File: src/hdl/fpdc_pkg.sv
// ----------------------------------------------------------------------------
// Fuzzy PD controller package
// Shared widths, register indexes, reset values and the types that travel
// between the front end, the queue and the back end.
// ----------------------------------------------------------------------------
package fpdc_pkg;

  localparam int DATA_W      = 20;
  localparam int WIDTH_W     = 19;
  localparam int CFG_IDX_W   = 3;
  // Holds a set index and its right neighbour for up to sixteen sets.
  localparam int SET_IDX_W   = 4;
  localparam int QUEUE_DEPTH = 4;
  localparam int OUT_POS_MAX = 2 ** (DATA_W - 1) - 1;
  localparam int OUT_NEG_MAG = 2 ** (DATA_W - 1);

  localparam logic [CFG_IDX_W-1:0] REG_E_FIRST = 3'd0;
  localparam logic [CFG_IDX_W-1:0] REG_E_WIDTH = 3'd1;
  localparam logic [CFG_IDX_W-1:0] REG_D_FIRST = 3'd2;
  localparam logic [CFG_IDX_W-1:0] REG_D_WIDTH = 3'd3;
  localparam logic [CFG_IDX_W-1:0] REG_O_FIRST = 3'd4;
  localparam logic [CFG_IDX_W-1:0] REG_O_WIDTH = 3'd5;

  typedef logic signed [DATA_W-1:0] sample_t;
  typedef logic [WIDTH_W-1:0]       width_t;

  localparam sample_t RST_E_FIRST = -20'sd6434;
  localparam width_t  RST_E_WIDTH = 19'd3217;
  localparam sample_t RST_D_FIRST = -20'sd3217;
  localparam width_t  RST_D_WIDTH = 19'd1608;
  localparam sample_t RST_O_FIRST = -20'sd81920;
  localparam width_t  RST_O_WIDTH = 19'd40960;

  typedef enum logic [1:0] {
    GK_ZERO,
    GK_FULL,
    GK_DIV
  } grade_kind_e;

  // Class of one membership grade. For GK_DIV the grade is
  // ONE - floor(gap * ONE / width), with gap below width.
  typedef struct packed {
    grade_kind_e kind;
    width_t      gap;
  } grade_cls_t;

  typedef struct packed {
    logic [SET_IDX_W-1:0] e_idx;
    logic [SET_IDX_W-1:0] d_idx;
    grade_cls_t           e_lo;
    grade_cls_t           e_hi;
    grade_cls_t           d_lo;
    grade_cls_t           d_hi;
  } fz_item_t;

  // Configuration as seen by the datapath; the error and rate widths are already forced nonzero.
  typedef struct packed {
    sample_t e_first;
    width_t  e_width;
    sample_t d_first;
    width_t  d_width;
    sample_t o_first;
    width_t  o_width;
  } fz_cfg_t;

endpackage

File: src/hdl/fpdc_queue.sv
// ----------------------------------------------------------------------------
// Fuzzy PD controller decoupling queue
// Small register FIFO between the front end and the back end.
// ----------------------------------------------------------------------------
module fpdc_queue (
  input  logic               clk_i,
  input  logic               rst_ni,
  input  logic               push_valid_i,
  input  fpdc_pkg::fz_item_t push_item_i,
  output logic               push_ready_o,
  output logic               pop_valid_o,
  output fpdc_pkg::fz_item_t pop_item_o,
  input  logic               pop_ready_i
);
  import fpdc_pkg::*;

  localparam int PW = $clog2(QUEUE_DEPTH);
  localparam int NW = $clog2(QUEUE_DEPTH + 1);

  fz_item_t      mem_q [QUEUE_DEPTH];
  logic [PW-1:0] wr_q;
  logic [PW-1:0] rd_q;
  logic [NW-1:0] cnt_q;
  logic          push;
  logic          pop;

  assign push_ready_o = cnt_q != NW'(QUEUE_DEPTH);
  assign pop_valid_o  = cnt_q != '0;
  assign pop_item_o   = mem_q[rd_q];
  assign push         = push_valid_i && push_ready_o;
  assign pop          = pop_valid_o && pop_ready_i;

  always_ff @(posedge clk_i or negedge rst_ni) begin
    if (!rst_ni) begin
      wr_q  <= '0;
      rd_q  <= '0;
      cnt_q <= '0;
    end else begin
      if (push) begin
        wr_q <= (32'(wr_q) == QUEUE_DEPTH - 1) ? '0 : wr_q + PW'(1);
      end
      if (pop) begin
        rd_q <= (32'(rd_q) == QUEUE_DEPTH - 1) ? '0 : rd_q + PW'(1);
      end
      if (push && !pop) begin
        cnt_q <= cnt_q + NW'(1);
      end else if (pop && !push) begin
        cnt_q <= cnt_q - NW'(1);
      end
    end
  end

  always_ff @(posedge clk_i) begin
    if (push) begin
      mem_q[wr_q] <= push_item_i;
    end
  end

  a_count_bound: assert property (@(posedge clk_i) disable iff (!rst_ni)
    cnt_q <= NW'(QUEUE_DEPTH))
    else $error("queue count exceeds depth");

endmodule

File: config.mk
export PLATFORM = sky130hd
export DESIGN_NAME = fpdc_queue
export DESIGN_NICKNAME = d
export VERILOG_FILES = /design/src/hdl/fpdc_pkg.sv /design/src/hdl/fpdc_queue.sv
export SDC_FILE = /design/constraint.sdc
export NUM_CORES = 1
export LEC_CHECK = 0
export ABC_CLOCK_PERIOD_IN_PS = 3150
export CAP_MARGIN = 20
export CORE_UTILIZATION = 45
export CTS_CLUSTER_DIAMETER = 120
export CTS_CLUSTER_SIZE = 24
export DETAILED_ROUTE_END_ITERATION = 12
export DONT_BUFFER_PORTS = 1
export PLACE_DENSITY = 0.66
export SYNTH_ARGS = -nofsm -noshare
export SYNTH_HDL_FRONTEND = slang
export SYNTH_SLANG_ARGS = --single-unit
File: constraint.sdc
create_clock -name clk_i -period 3.15 [get_ports clk_i]
set_clock_uncertainty 0.05 [all_clocks]
set_input_delay 0.315 -clock clk_i [delete_from_list [all_inputs] [get_ports clk_i]]
set_output_delay 0.315 -clock clk_i [all_outputs]
set_load 0.02 [all_outputs]
# Word-level counts from Yosys, hierarchy flattened
# Memories as Yosys holds them, arrays and structs flattened.
# Index checks and enable logic that the tools add are counted.
dict set report totals {
  reg_bits 7
  memories 1
  mem_bits_rw 368
}
dict set report classes {
  eq_ne 3
  reduce_logical 8
  muxes 6
  n_addsub 4
}
# memory words width read_ports rd_clocked_by_memory_dff wr line
set memory_table {}
lappend memory_table {mem_q 4 92 1 0 1 fpdc_queue.sv:20} ;# fz_item_t mem_q [QUEUE_DEPTH];
# cell n
set ops {}
lappend ops {{3-bit two-way mux} 2}
lappend ops {{2-bit by 1-bit adder with 2-bit output, second input constant} 2}
lappend ops {{2-bit equality test, second input constant} 2}
lappend ops {{1-bit logical AND} 4}
lappend ops {{2-bit two-way mux} 2}
lappend ops {{3-bit by 1-bit adder with 3-bit output, second input constant} 1}
lappend ops {{3-bit != test, second input constant} 1}
lappend ops {{3-bit nonzero test} 1}
lappend ops {{3-bit by 1-bit subtractor with 3-bit output, second input constant} 1}
lappend ops {{1-bit logical NOT} 2}
lappend ops {{1-bit two-way mux} 2}
lappend ops {{2-bit nonzero test} 1}

# Longest topological paths before layout
dict set report depth {
  ltp_word 6
  ltp_mapped 8
}

# Worst setup path after synthesis
# No wires, ideal clock.
dict set report synth_path {
  path_type {register -> register}
  from {reg cnt_q[2]}
  to {mem mem_q[0][0] (netlist bit) (enable)}
  required_time_ns 2.691
  stages_incl_launch_ff 3
  t_arrival_ns 1.886
  period_less_slack_ns 2.346
  slack_ns 0.804
  setup_ns 0.409
  n_path_buf 0
  path_cell_list {dfrtp_1 > or3b_4 > and3_2}
}
dict set report synth_via {
  elab_chain_cells 4
}
# item line
set synth_rtl {}
lappend synth_rtl {{start: declaration} fpdc_queue.sv:23} ;# logic [NW-1:0] cnt_q;
lappend synth_rtl {{start signal: assignment} fpdc_queue.sv:46} ;# cnt_q <= cnt_q + NW'(1);
lappend synth_rtl {{start signal: assignment} fpdc_queue.sv:48} ;# cnt_q <= cnt_q - NW'(1);
lappend synth_rtl {{3-bit != test} fpdc_queue.sv:27} ;# assign push_ready_o = cnt_q != NW'(QUEUE_DEPTH);
lappend synth_rtl {{via push_ready_o} fpdc_queue.sv:10} ;# output logic push_ready_o,
lappend synth_rtl {{1-bit logical AND} fpdc_queue.sv:30} ;# assign push = push_valid_i && push_ready_o;
lappend synth_rtl {{1-bit two-way mux} fpdc_queue.sv:54} ;# if (push) begin
lappend synth_rtl {{1-bit two-way mux (not written as such)} fpdc_queue.sv:55} ;# mem_q[wr_q] <= push_item_i;
lappend synth_rtl {{end: declaration} fpdc_queue.sv:20}
# The timed path passes the listed nets, and every way through them passes these cells.

==> metrics.md <==
| Metric | Value |
|---|---|
| Critical path cell sequence | `buf_4, mux4_2` |
| Seq pwr share | `50.3%` |
| Mean Syn Cell Area | `26.5 um^2` |
| Achievable frequency | `368 MHz` |
| Post-DP HPWL | `14.4 mm` |
| Slowest CP cell | `dfrtp_4` |
| Slew Limit Fails | `0` |
| Comb power frac | `a little under a third` |
| Switch share | `32.4%` |
| Largest net degree at the start of global routing | `54` |
| Vias in the first global route | `6077` |
| WHS | `0.0648 ns` |
| CTS tree | `yes` |
| TritonCTS Buffers | `19` |
| Post-Syn Instances | `517` |
| Row count | `63` |
| Core Box Area | `29800 um^2` |
| First-pass GRT wire length | `~36 mm` |
| Largest vdd supply drop | `0.816 mV` |
| Die area | `around 31000 um^2` |
| Post-DRT Antenna Nets | `0` |
| DIE WIDTH | `177 um` |
| CP arrival | `2.35 ns` |
| Post-synthesis sequential area ratio | `81.8%` |
| Worst hold path type | `input pin to flop` |
| Crit. End Element | `output pin` |
| Max cap viols | `0` |
| Final hold violation count | `0` |
| IO buf count | `0` |
| Synth Cell Area | `13700 um^2` |
| Share of cells above drive strength 1 | `22.6%` |
| Drt wl/cell | `23.2 um` |
| Worst-Margin Slew | `around 0.66 ns` |
| Total negative setup slack | `0 ns` |
| CP Data Required Time | `2.78 ns` |
| Initial antenna violation count | `2` |
| Switch Pwr | `4510 uW` |
| Flop2flop setup slack | `between 0.7 and 0.8 ns` |
| Initial core utilization | `46.0%` |
| R2R depth | `8` |
| Synth Register Bits | `375` |
| Routed vias | `5593` |
| End of the worst register-to-register path | `cnt_q[2]` |
| Commonest non-fill, non-tap cells in the layout | `edfxtp_1 (368), dlygate4sd3_1 (93), mux4_2 (92), clkbuf_16 (19), buf_4 (10)` |
| Clock Power Share | `18.1%` |
| Remaining global-route overflow | `0` |
| Remaining DRCs | `0` |
| YS warnings | `0` |
| WHS Path Cells | `2` |
| Final wirelength | `23.7 mm` |
| CP Class | `flop to output pin` |
| Power density cells | `883 nW/um^2` |
| Library cells used by synthesis | `20` |
| Resize count post-CTS | `0` |
| Slew headroom | `between 50% and 60%` |
| Area growth syn-to-layout | `14.7%` |
| Crit path launch type | `flop` |
| Initial drt markers | `380` |
| Largest delay share family, worst path | `flip-flops` |
| RSZ-0062 raised after global routing | `false` |
| Crit path capture | `pop_item_o[58]` |
| I/O Pins | `190` |
| Min cycle time layout | `2.72 ns` |
| Status | `finished, final reports clean` |
| CTS Sinks | `between 300 and 400` |
| Final period util | `86.3%` |
| GPL Wtd Cong | `0.734` |
| Via/cell ratio | `around 5.5` |
| Tot GR Track Use | `15.2%` |
| Synthesized net count | `620` |
| Commonest non-fill, non-tap cell in the layout | `edfxtp_1` |
| Critical path depth | `2` |
| Leak | `0.00492 uW` |
| Crit path buf inv count | `1` |
| CTS H-tree lvls | `1` |
| Worst skew pair latency | `roughly 0.51 ns` |
| Clock buffer depth | `3` |
| # nets final | `730` |
| Int Pwr | `9390 uW` |
| Die H | `177 um` |
| Worst-path maximum fanout | `29` |
| Drt first pass iters | `4` |
| Clk pin slew, worst setup/hold paths | `approximately 0.09 ns` |
| CP Launch Point | `rd_q[0]` |
| Clock root cell | `clkbuf_16` |
| CP max stage delay | `0.86 ns` |
| Final setup viols | `0` |
| FF-to-FF Start | `cnt_q[1]` |
==> worst reg2reg max path: cells and delay by family (launching register included) <==
family        cells  cell delay [ns]
simple gates      3             0.87
buf+inv           1             0.07
flops             1             0.43
xor+xnor          2             0.31
fa+ha+maj         2             0.60
==> logic make-up after synthesis <==
family	share of synthesized area, %
fa+ha+maj	0.693
buf+inv	1.20
flops	81.8
simple gates	0.529
mux	15.6
xor+xnor	0.192
==> power groups by stage <==
| stage | combinational (uW) | clock (uW) | sequential [uW] |
|---|---|---|---|
| 2_1_floorplan | 3650 | 0 | 6860 |
| 3_3_place_gp | 4320 | 0 | 7050 |
| 3_5_place_dp | 4360 | 0 | 7120 |
| 4_1_cts | 4520 | 2610 | 7000 |
| 5_1_grt | 4670 | 2750 | 7080 |
| 6_report | 4390 | 2520 | 6980 |
==> synth_stat cells <==
cell      instances  area [um^2]
and2_4            1         8.76
mux2_2            3         33.8
mux2_4            2         30.0
fa_1              1         20.0
inv_1             3         11.3
xnor2_1           1         8.76
xor2_1            2         17.5
nand2_1           1         3.75
mux4_2           92         2070
buf_4             3         22.5
or3b_4            1         11.3
or3_2             1         7.51
clkbuf_1          2         7.51
buf_2             9         45.0
buf_6             7         78.8
dfrtp_1           7          175
nor2_1            3         11.3
ha_1              6         75.1
and3_2            4         30.0
edfxtp_1        368        11100
==> worst min path at each step <==
stage                      start       end
finish               pop_ready_i   rd_q[1]
global placement          rst_ni  cnt_q[0]
CTS                  pop_ready_i   rd_q[1]
global route        push_valid_i   wr_q[1]
detailed placement        rst_ni  cnt_q[2]
floorplan                 rst_ni  cnt_q[0]
==> registers in the layout (all words and copies together) (netlist names) <==
name / count
rd_q: 2
cnt_q: 3
wr_q: 2
mem_q: 368
==> metal layers <==
layer	routed length [um]	GRT usage [%]	up-vias
met5	10	0	-
met4	447	3.81	2
met3	1400	3.41	27
met2	12400	26.3	131
met1	9500	19.6	3004
li1	-	-	2429
==> metrics by stage <==
| stage | instances | setup slack [ns] | util (%) | power, uW | instance area [um^2] |
|---|---|---|---|---|---|
| 6_report | 1023 | 0.431 | 52.8 | 13900 | 15700 |
| 5_1_grt | 1023 | 0.309 | 52.8 | 14500 | 15700 |
| 4_1_cts | 1022 | 0.355 | 52.8 | 14100 | 15700 |
| 3_5_place_dp | 903 | 0.750 | 48.0 | 11500 | 14300 |
| 3_3_place_gp | 903 | 0.850 | 48.0 | 11400 | 14300 |
| 2_1_floorplan | 517 | 0.804 | - | 10500 | 13700 |
==> cell type report <==
class,count,area [um^2]
antenna,1,2.50
clock buffer,25,498
clock inverter,1,11.3
fill,2242,14100
inverter,3,11.3
multi-input combinational,118,2340
sequential,375,11200
tap,390,488
timing repair buffer,110,1150
==> timing repair <==
action,in CTS,in global routing
hold endpoints to repair,375,0
hold buffers,93,0
setup buffers,0,0
setup endpoints to repair,0,0
Power figures use the tool's default switching activity.
