--- config.mk ---
export PLATFORM = sky130hd
export DESIGN_NAME = fpdc_front_flat
export DESIGN_NICKNAME = d
export VERILOG_FILES = /design/src/hdl/fpdc_pkg.sv /design/src/hdl/fpdc_in_if.sv /design/src/hdl/fpdc_front.sv /design/src/flat_wrapper.sv
export SDC_FILE = /design/constraint.sdc
export NUM_CORES = 2
export LEC_CHECK = 0
export BUFFER_PORTS_ARGS = -buffer_cell sky130_fd_sc_hd__buf_2
export CORE_MARGIN = 2
export CORE_UTILIZATION = 60
export CTS_BUF_LIST = sky130_fd_sc_hd__clkbuf_16
export DETAILED_ROUTE_END_ITERATION = 8
export GPL_TIMING_DRIVEN = 0
export PLACE_DENSITY = 0.84
export SLEW_MARGIN = 30
export SYNTH_ARGS = -nofsm -noshare
export SYNTH_HDL_FRONTEND = slang
export SYNTH_SLANG_ARGS = --single-unit
--- constraint.sdc ---
create_clock -name clk_i -period 8.35 [get_ports clk_i]
set_input_delay 0.835 -clock clk_i [delete_from_list [all_inputs] [get_ports clk_i]]
set_output_delay 0.835 -clock clk_i [all_outputs]
set_load 0.1 [all_outputs]
--- src/hdl/fpdc_pkg.sv ---
// ----------------------------------------------------------------------------
// Fuzzy PD controller package
// Shared widths, register indexes, reset values and the types that travel
// between the front end, the queue and the back end.
// ----------------------------------------------------------------------------
package fpdc_pkg;

  localparam int DATA_W      = 20;
  localparam int WIDTH_W     = 19;
  localparam int CFG_IDX_W   = 3;
  // Holds a set index and its right neighbour for up to sixteen sets.
  localparam int SET_IDX_W   = 4;
  localparam int QUEUE_DEPTH = 4;
  localparam int OUT_POS_MAX = 2 ** (DATA_W - 1) - 1;
  localparam int OUT_NEG_MAG = 2 ** (DATA_W - 1);

  localparam logic [CFG_IDX_W-1:0] REG_E_FIRST = 3'd0;
  localparam logic [CFG_IDX_W-1:0] REG_E_WIDTH = 3'd1;
  localparam logic [CFG_IDX_W-1:0] REG_D_FIRST = 3'd2;
  localparam logic [CFG_IDX_W-1:0] REG_D_WIDTH = 3'd3;
  localparam logic [CFG_IDX_W-1:0] REG_O_FIRST = 3'd4;
  localparam logic [CFG_IDX_W-1:0] REG_O_WIDTH = 3'd5;

  typedef logic signed [DATA_W-1:0] sample_t;
  typedef logic [WIDTH_W-1:0]       width_t;

  localparam sample_t RST_E_FIRST = -20'sd6434;
  localparam width_t  RST_E_WIDTH = 19'd3217;
  localparam sample_t RST_D_FIRST = -20'sd3217;
  localparam width_t  RST_D_WIDTH = 19'd1608;
  localparam sample_t RST_O_FIRST = -20'sd81920;
  localparam width_t  RST_O_WIDTH = 19'd40960;

  typedef enum logic [1:0] {
    GK_ZERO,
    GK_FULL,
    GK_DIV
  } grade_kind_e;

  // Class of one membership grade. For GK_DIV the grade is
  // ONE - floor(gap * ONE / width), with gap below width.
  typedef struct packed {
    grade_kind_e kind;
    width_t      gap;
  } grade_cls_t;

  typedef struct packed {
    logic [SET_IDX_W-1:0] e_idx;
    logic [SET_IDX_W-1:0] d_idx;
    grade_cls_t           e_lo;
    grade_cls_t           e_hi;
    grade_cls_t           d_lo;
    grade_cls_t           d_hi;
  } fz_item_t;

  // Configuration as seen by the datapath; the error and rate widths are already forced nonzero.
  typedef struct packed {
    sample_t e_first;
    width_t  e_width;
    sample_t d_first;
    width_t  d_width;
    sample_t o_first;
    width_t  o_width;
  } fz_cfg_t;

endpackage

--- src/hdl/fpdc_in_if.sv ---
// ----------------------------------------------------------------------------
// Fuzzy PD controller input channel
// Valid/ready channel carrying one error and error-rate sample per word.
// ----------------------------------------------------------------------------
interface fpdc_in_if;
  import fpdc_pkg::*;

  logic    valid;
  logic    ready;
  sample_t angle_error;
  sample_t rate_error;

  modport source (output valid, output angle_error, output rate_error, input ready);
  modport sink   (input valid, input angle_error, input rate_error, output ready);
endinterface

--- src/hdl/fpdc_front.sv ---
// ----------------------------------------------------------------------------
// Fuzzy PD controller front end
// Accepts a sample, classifies every set of both inputs and picks the first
// active set and its neighbour; the result is held in one register stage.
// ----------------------------------------------------------------------------
module fpdc_front #(
  parameter int NUM_SETS = 5
) (
  input  logic               clk_i,
  input  logic               rst_ni,
  input  fpdc_pkg::fz_cfg_t  cfg_i,
  fpdc_in_if.sink            in_chan,
  output logic               item_valid_o,
  output fpdc_pkg::fz_item_t item_o,
  input  logic               item_ready_i
);
  import fpdc_pkg::*;

  localparam int CW = DATA_W + $clog2(NUM_SETS) + 1;
  localparam int IW = $clog2(NUM_SETS);

  grade_cls_t     e_cls [NUM_SETS];
  grade_cls_t     d_cls [NUM_SETS];
  logic [IW-1:0]  e_sel;
  logic [IW-1:0]  d_sel;
  fz_item_t       item_d;
  fz_item_t       item_q;
  logic           valid_q;
  logic           accept;

  function automatic grade_cls_t cls_set(input sample_t u, input sample_t first,
                                         input width_t w, input int idx);
    logic [CW-1:0]        off;
    logic signed [CW-1:0] c;
    logic signed [CW:0]   diff;
    logic signed [CW:0]   ndiff;
    logic [CW-1:0]        mag;
    logic                 nonneg;
    grade_cls_t           cls;
    off    = CW'(w) * CW'(idx);
    c      = CW'(first) + $signed(off);
    diff   = (CW+1)'(u) - (CW+1)'(c);
    ndiff  = -diff;
    nonneg = !diff[CW];
    mag    = nonneg ? diff[CW-1:0] : ndiff[CW-1:0];
    cls.gap = mag[WIDTH_W-1:0];
    if (idx == 0 && !nonneg) begin
      cls.kind = GK_FULL;
    end else if (idx == NUM_SETS - 1 && nonneg) begin
      cls.kind = GK_FULL;
    end else if (mag < CW'(w)) begin
      cls.kind = GK_DIV;
    end else begin
      cls.kind = GK_ZERO;
    end
    return cls;
  endfunction

  always_comb begin
    for (int i = 0; i < NUM_SETS; i++) begin
      e_cls[i] = cls_set(in_chan.angle_error, cfg_i.e_first, cfg_i.e_width, i);
      d_cls[i] = cls_set(in_chan.rate_error, cfg_i.d_first, cfg_i.d_width, i);
    end
  end

  // First active set; scanning downward leaves the lowest one.
  always_comb begin
    e_sel = '0;
    d_sel = '0;
    for (int i = NUM_SETS - 1; i >= 0; i--) begin
      if (e_cls[i].kind != GK_ZERO) begin
        e_sel = IW'(i);
      end
      if (d_cls[i].kind != GK_ZERO) begin
        d_sel = IW'(i);
      end
    end
  end

  always_comb begin
    item_d.e_idx = SET_IDX_W'(e_sel);
    item_d.d_idx = SET_IDX_W'(d_sel);
    item_d.e_lo  = e_cls[e_sel];
    item_d.d_lo  = d_cls[d_sel];
    // A neighbour past the last set carries no weight.
    if (32'(e_sel) < NUM_SETS - 1) begin
      item_d.e_hi = e_cls[e_sel + IW'(1)];
    end else begin
      item_d.e_hi.kind = GK_ZERO;
      item_d.e_hi.gap  = '0;
    end
    if (32'(d_sel) < NUM_SETS - 1) begin
      item_d.d_hi = d_cls[d_sel + IW'(1)];
    end else begin
      item_d.d_hi.kind = GK_ZERO;
      item_d.d_hi.gap  = '0;
    end
  end

  assign in_chan.ready = !valid_q || item_ready_i;
  assign accept        = in_chan.valid && in_chan.ready;

  always_ff @(posedge clk_i or negedge rst_ni) begin
    if (!rst_ni) begin
      valid_q <= 1'b0;
    end else if (accept) begin
      valid_q <= 1'b1;
    end else if (item_ready_i) begin
      valid_q <= 1'b0;
    end
  end

  always_ff @(posedge clk_i) begin
    if (accept) begin
      item_q <= item_d;
    end
  end

  assign item_valid_o = valid_q;
  assign item_o       = item_q;

  // The sets cover the whole line, so the chosen set of each input is active.
  a_first_set_active: assert property (@(posedge clk_i) disable iff (!rst_ni)
    valid_q |-> (item_q.e_lo.kind != GK_ZERO && item_q.d_lo.kind != GK_ZERO))
    else $error("front picked an inactive first set");

endmodule

--- src/flat_wrapper.sv ---
// flat-port wrapper written by rule: the top's interface ports become plain ports
module fpdc_front_flat import fpdc_pkg::*;
#(
  parameter int NUM_SETS = 5
)
  (clk_i, rst_ni, cfg_i, item_valid_o, item_o, item_ready_i, in_chan_valid, in_chan_angle_error, in_chan_rate_error, in_chan_ready);
  fpdc_in_if in_chan_i ();
  input  logic clk_i;
  input  logic rst_ni;
  input  fpdc_pkg::fz_cfg_t cfg_i;
  output logic item_valid_o;
  output fpdc_pkg::fz_item_t item_o;
  input  logic item_ready_i;
  input wire logic [$bits(in_chan_i.valid)-1:0] in_chan_valid;
  input wire logic [$bits(in_chan_i.angle_error)-1:0] in_chan_angle_error;
  input wire logic [$bits(in_chan_i.rate_error)-1:0] in_chan_rate_error;
  output wire logic [$bits(in_chan_i.ready)-1:0] in_chan_ready;
  assign in_chan_i.valid = in_chan_valid;
  assign in_chan_i.angle_error = in_chan_angle_error;
  assign in_chan_i.rate_error = in_chan_rate_error;
  assign in_chan_ready = in_chan_i.ready;
  fpdc_front #(.NUM_SETS(NUM_SETS)) u_core (.clk_i(clk_i), .rst_ni(rst_ni), .cfg_i(cfg_i), .in_chan(in_chan_i), .item_valid_o(item_valid_o), .item_o(item_o), .item_ready_i(item_ready_i));
endmodule
# Word-level counts from Yosys, hierarchy flattened
# Index checks and enable logic that the tools add are counted.
# totals
in_bits	161
wordCells	125
reg_bits	91
# op_classes
order_cmp	16
mul	2
n_reduce_logical	14
mux	48
bitwise	4
add_sub_neg	30
# op_table
cell	count
binary-select mux 21 bit (select 3 bit)	4
less-than comparator 24 x 19 -> 1 bit	10
two-way mux 24 bit	10
negator 24 bit	8
two-way mux 21 bit	8
subtractor 20 x 23 -> 24 bit	4
adder 20 x 22 -> 23 bit	4
negator 21 -> 24 bit	2
subtractor 20 x 22 -> 23 bit	2
adder 20 x 21 -> 22 bit	2
subtractor 20 x 21 -> 22 bit	2
adder 20 x 20 -> 21 bit	2
multiplier 19 x 2 -> 21 bit, second input constant	2
subtractor 20 x 20 -> 21 bit	2
two-way mux 3 bit	10
two-way mux 2 bit	14
nonzero test 2 bit	11
>= comparator 4 bit, second input constant	4
inverter 3 -> 4 bit	4
adder 3 x 1 -> 3 bit, second input constant	2
less-than comparator 3 bit, second input constant	2
two-way mux 1 bit	2
logical AND 1 bit	1
logical NOT 1 bit	1
logical OR 1 bit	1

# Depth between registers and ports, before layout
# logic_depth
word_depth	18
ltp_mapped	50
mapped_depth_nobuf	45

# Least setup slack after synthesis
# No wires, ideal clock.
# synth_path
kind	input to register
start	in cfg_i[39] (netlist name)
end	reg u_core.item_q, in the netlist u_core.item_o[6], data pin
setup_ns	0.154
path_slack_ns	-1.846
stages	47
arrival_time_ns	10.042
cell_sequence	ha_1 -> fa_1 -> a21o_1 -> a21oi_1 -> o21bai_1 -> a21oi_1 -> o21bai_1 -> a21oi_1 -> o21bai_1 -> a21oi_1 -> o21ai_0 -> a31oi_1 -> nor2b_1 -> o21a_1 -> o41ai_1 -> xnor2_1 -> fa_1 -> inv_1 -> [... 11 more ...] -> nor2b_1 -> o21ai_0 -> nand2b_1 -> a21oi_1 -> a21boi_0 -> a2111o_1 -> nor3_1 -> nand2b_1 -> nand2_1 -> clkbuf_1 -> clkbuf_1 -> inv_1 -> ha_1 -> clkbuf_1 -> clkbuf_1 -> clkbuf_1 -> mux4_2 -> o22ai_1
# synth_rtl
element	line_no	text
from (decl)	flat_wrapper.sv:10	input fpdc_pkg::fz_cfg_t cfg_i;
multiplier 19 x 2 -> 21 bit	fpdc_front.sv:40	off = CW'(w) * CW'(idx);
adder 20 x 22 -> 23 bit	fpdc_front.sv:41	c = CW'(first) + $signed(off);
subtractor 20 x 23 -> 24 bit	fpdc_front.sv:42	diff = (CW+1)'(u) - (CW+1)'(c);
negator 24 bit	fpdc_front.sv:43	ndiff = -diff;
two-way mux 24 bit	fpdc_front.sv:45	mag = nonneg ? diff[CW-1:0] : ndiff[CW-1:0];
less-than comparator 24 x 19 -> 1 bit	fpdc_front.sv:51	end else if (mag < CW'(w)) begin
two-way mux 2 bit	fpdc_front.sv:51	
nonzero test 2 bit	fpdc_front.sv:74	if (d_cls[i].kind != GK_ZERO) begin
two-way mux 3 bit (3 in a row)	fpdc_front.sv:74	
two-way mux 3 bit *	fpdc_front.sv:74	
net u_core.d_sel[1]	fpdc_front.sv:25	logic [IW-1:0] d_sel;
adder 3 x 1 -> 3 bit	fpdc_front.sv:93	item_d.d_hi = d_cls[d_sel + IW'(1)];
inverter 3 -> 4 bit (not written as such)	fpdc_front.sv:93	
binary-select mux 21 bit (select 3 bit)	fpdc_front.sv:93	
two-way mux 21 bit (not written as such) (2 in a row)	fpdc_front.sv:93	
to (signal assigned)	fpdc_front.sv:115	item_q <= item_d;
to (decl)	fpdc_front.sv:27	fz_item_t item_q;
# Mark *: on every way through the listed nets, which the timed path passes. The rest lies on a longest branch. The select of a mux whose other input is x is not followed.
# A chain may end at the register's enable or synchronous reset.

# Worst setup path in the final report
# layout_path
start	in cfg_i[40] (netlist name)
end	reg u_core.item_q, in the netlist u_core.item_o[18], data pin
# Same word-level chain as after synthesis.

==> metrics <==
NumNets Final=5198; total chip power=16.0 mW; Tmin final=9810 ps; number of port buffers=213; multi-input logic area=0.0297 mm^2; wire per inst=25.8 um; I/O pins=255; placed wire-length estimate=98800 um; Final Setup Violations=89; layout cells sized above 1=0.208; clk root buf=clkbuf_16; Fmax=102 MHz; Cells after Synth=4008; failing checks=setup timing; CTS Sinks=91; yosys synthesis warning count=0; fin crit share=1.18; worst-margin pin slew=1100 ps; LEAKAGE=17.5 nW; max cap viols=0; TritonCTS clock tree=built; Via density=7.01; htree depth=3; mean post-synth cell area=7.97 um^2; Fin Clk Skew=33.2 ps; Fin. Hold Viols=0; # rows=84; number of flops mapped to enable cells by yosys=90; required time of the worst setup path=8580 ps; Vias=36000; CP max stage delay=540 ps; core area=0.0526 mm^2; Max IR drop VDD=0.331 mV; status=finished, violations left; TritonRoute pass-1 iters=8; PnR worst setup slack=-1460 ps; CP Launch Type=input port; HP Class=input port to asynchronous set/reset pin; ys async rst share=0.0110; fillers=3829; cell area after synthesis=0.0319 mm^2; Synth-to-Final Area Change=23.7%; die area=0.0551 mm^2; final WL=132000 um; register area=0.00273 mm^2; total congestion overflow=0; count of pins over their slew limit=0; DR DRC count=0; Distinct cells, synth=107; most common flop cell mapped by yosys=edfxtp_1; vias in the first global route=32500; total track usage=0.450; antenna viol nets, final=0; sequential area share after synthesis=0.0854; Critical Path End Type=flop; Clock Latency Late Sink=400 ps; Worst path slowest cell=fa_1; Starting Density=0.607; antenna violations before repair=3; fin area=0.0395 mm^2; clk buf depth=2; largest net degree at the start of global routing=35; clk slew on worst S/H paths=70 ps; most common cell after layout, fill and taps aside=ha_1; die height=235 um; Die Width=235 um; iteration-0 DRC count of the detailed router=5608; kind of critical path=input port to flop; Max-Slew Margin vs Limit=0.263; P per Cell Area=405 mW/mm^2; CP Data Arrival Time=10040 ps; commonest non-fill, non-tap cells in the layout=ha_1, inv_1, a21oi_1; CTS Buf Count=9; crit path max fanout=6; unrepaired setup endpoints after global routing=true; DP Area=0.0344 mm^2; Synth Register Bits=91; first-pass GRT wire length=193000 um; GP Congestion=1.05
==> layout make-up <==
class / instances / share of cell area
Multi-Input combinational cell: 3380 / 0.753
Timing Repair Buffer: 425 / 0.0828
Sequential cell: 91 / 0.0691
Inverter: 408 / 0.0409
Buffer: 120 / 0.0250
Tap cell: 688 / 0.0218
Clock buffer: 9 / 0.00570
Clock inverter: 7 / 0.00190
Antenna cell: 1 / 0.0000634
==> critical path, delay by kind of cell <==
kind	cells	cell delay [ps]
AO/OA/AOI/OAI	21	4020
XOR/XNOR	3	490
adder cells (fa/ha/maj)	6	1750
buffers and inverters	12	1620
AND/OR/NAND/NOR	10	1290
==> final timing paths <==
kind	start	to	slack, ps	depth (start not counted)
hold reg to reg	u_core.item_valid_o	u_core.item_valid_o	530	2
min in group clk_i	u_core.item_valid_o	u_core.item_valid_o	530	2
max in group asynchronous	rst_ni	u_core.item_valid_o	8050	1
setup / recovery	cfg_i[40]	u_core.item_o[18]	-1460	52
setup reg to reg	u_core.item_valid_o	u_core.item_o[89]	6620	4
hold / removal	rst_ni	u_core.item_valid_o	220	1
==> kinds of logic (layout without fill, tap and decap cells) <==
family / Yosys count / after routing / share of synthesized area
other: 1 / 3 / 0.000117
xor gates and xnor gates: 366 / 366 / 0.100
AOI/OAI and AO/OA: 1271 / 1271 / 0.269
adders and majority gates: 602 / 602 / 0.274
muxes: 84 / 84 / 0.0381
buffers and inverters: 538 / 969 / 0.0653
DFF: 91 / 91 / 0.0854
and+or+nand+nor: 1055 / 1055 / 0.167
==> cell usage after synthesis (15+ instances only) <==
library cell | count | area [um^2]
ha_1 | 440 | 5510
inv_1 | 405 | 1520
a211o_1 | 21 | 184
mux4_2 | 28 | 631
o21a_1 | 65 | 488
fa_1 | 162 | 3240
nor2b_1 | 42 | 263
xnor2_1 | 228 | 2000
a211oi_1 | 46 | 345
a21o_1 | 117 | 878
nand3_1 | 79 | 395
o21bai_1 | 29 | 218
o31ai_1 | 39 | 293
clkbuf_1 | 101 | 379
xor2_1 | 138 | 1210
and3_1 | 46 | 288
and2_1 | 32 | 200
o221ai_1 | 38 | 333
or3_1 | 41 | 257
a21oi_1 | 309 | 1550
o22ai_1 | 26 | 163
nand2_1 | 276 | 1040
nand4_1 | 39 | 244
nor4_1 | 27 | 169
a2111oi_0 | 16 | 140
edfxtp_1 | 90 | 2700
nand2b_1 | 57 | 357
mux2i_1 | 47 | 470
a31oi_1 | 41 | 257
nor3_1 | 78 | 390
o21ai_0 | 233 | 1170
buf_2 | 15 | 75.1
o211ai_1 | 77 | 578
nor2_1 | 233 | 875
==> registers in the layout (all words and copies together) (netlist names) <==
name and count:
u_core.item_valid_o 1, u_core.item_o 90
==> through the flow <==
stage                     utilization  hold WS, ps  worst slack (ps)  instances  TNS [ps]
after floorplan                     -          539              -614       4009    -18860
after global placement          0.653          506             -3740       4910   -230640
after detailed placement        0.654          521             -3820       4912   -240650
after CTS                       0.730          200              -954       5075    -49750
after global routing            0.751          223             -1560       5128   -100020
final                           0.751          221             -1460       5129    -87480
==> routing by layer <==
| metal | part of all wire | global-route usage | vias to the layer above | routed length, um |
|---|---|---|---|---|
| met3 | 0.18 | 0.183 | 609 | 23900 |
| met2 | 0.38 | 0.603 | 2968 | 50000 |
| met1 | 0.40 | 0.651 | 16800 | 52400 |
| met4 | 0.045 | 0.136 | 7 | 5940 |
| li1 | - | - | 15600 | - |
| met5 | 0.0012 | 0 | - | 153 |
==> report_power, final <==
group / leakage, nW / switching, mW / internal, mW
clock: 0.145 / 0.225 / 0.213
combinational: 16.5 / 9.34 / 5.32
sequential: 0.880 / 0.0510 / 0.844
total: 17.5 / 9.61 / 6.37
==> what timing repair did <==
item | CTS | global route
gates cloned | 9 | 3
endpoints found under the setup margin | 90 | 90
setup buffers | 142 | 65
hold buffers | 0 | 0
endpoints found under the hold margin | 0 | 0
resized for setup | 476 | 163
pin swaps | 149 | 99
No activity file was read; power rests on OpenSTA's default activity.
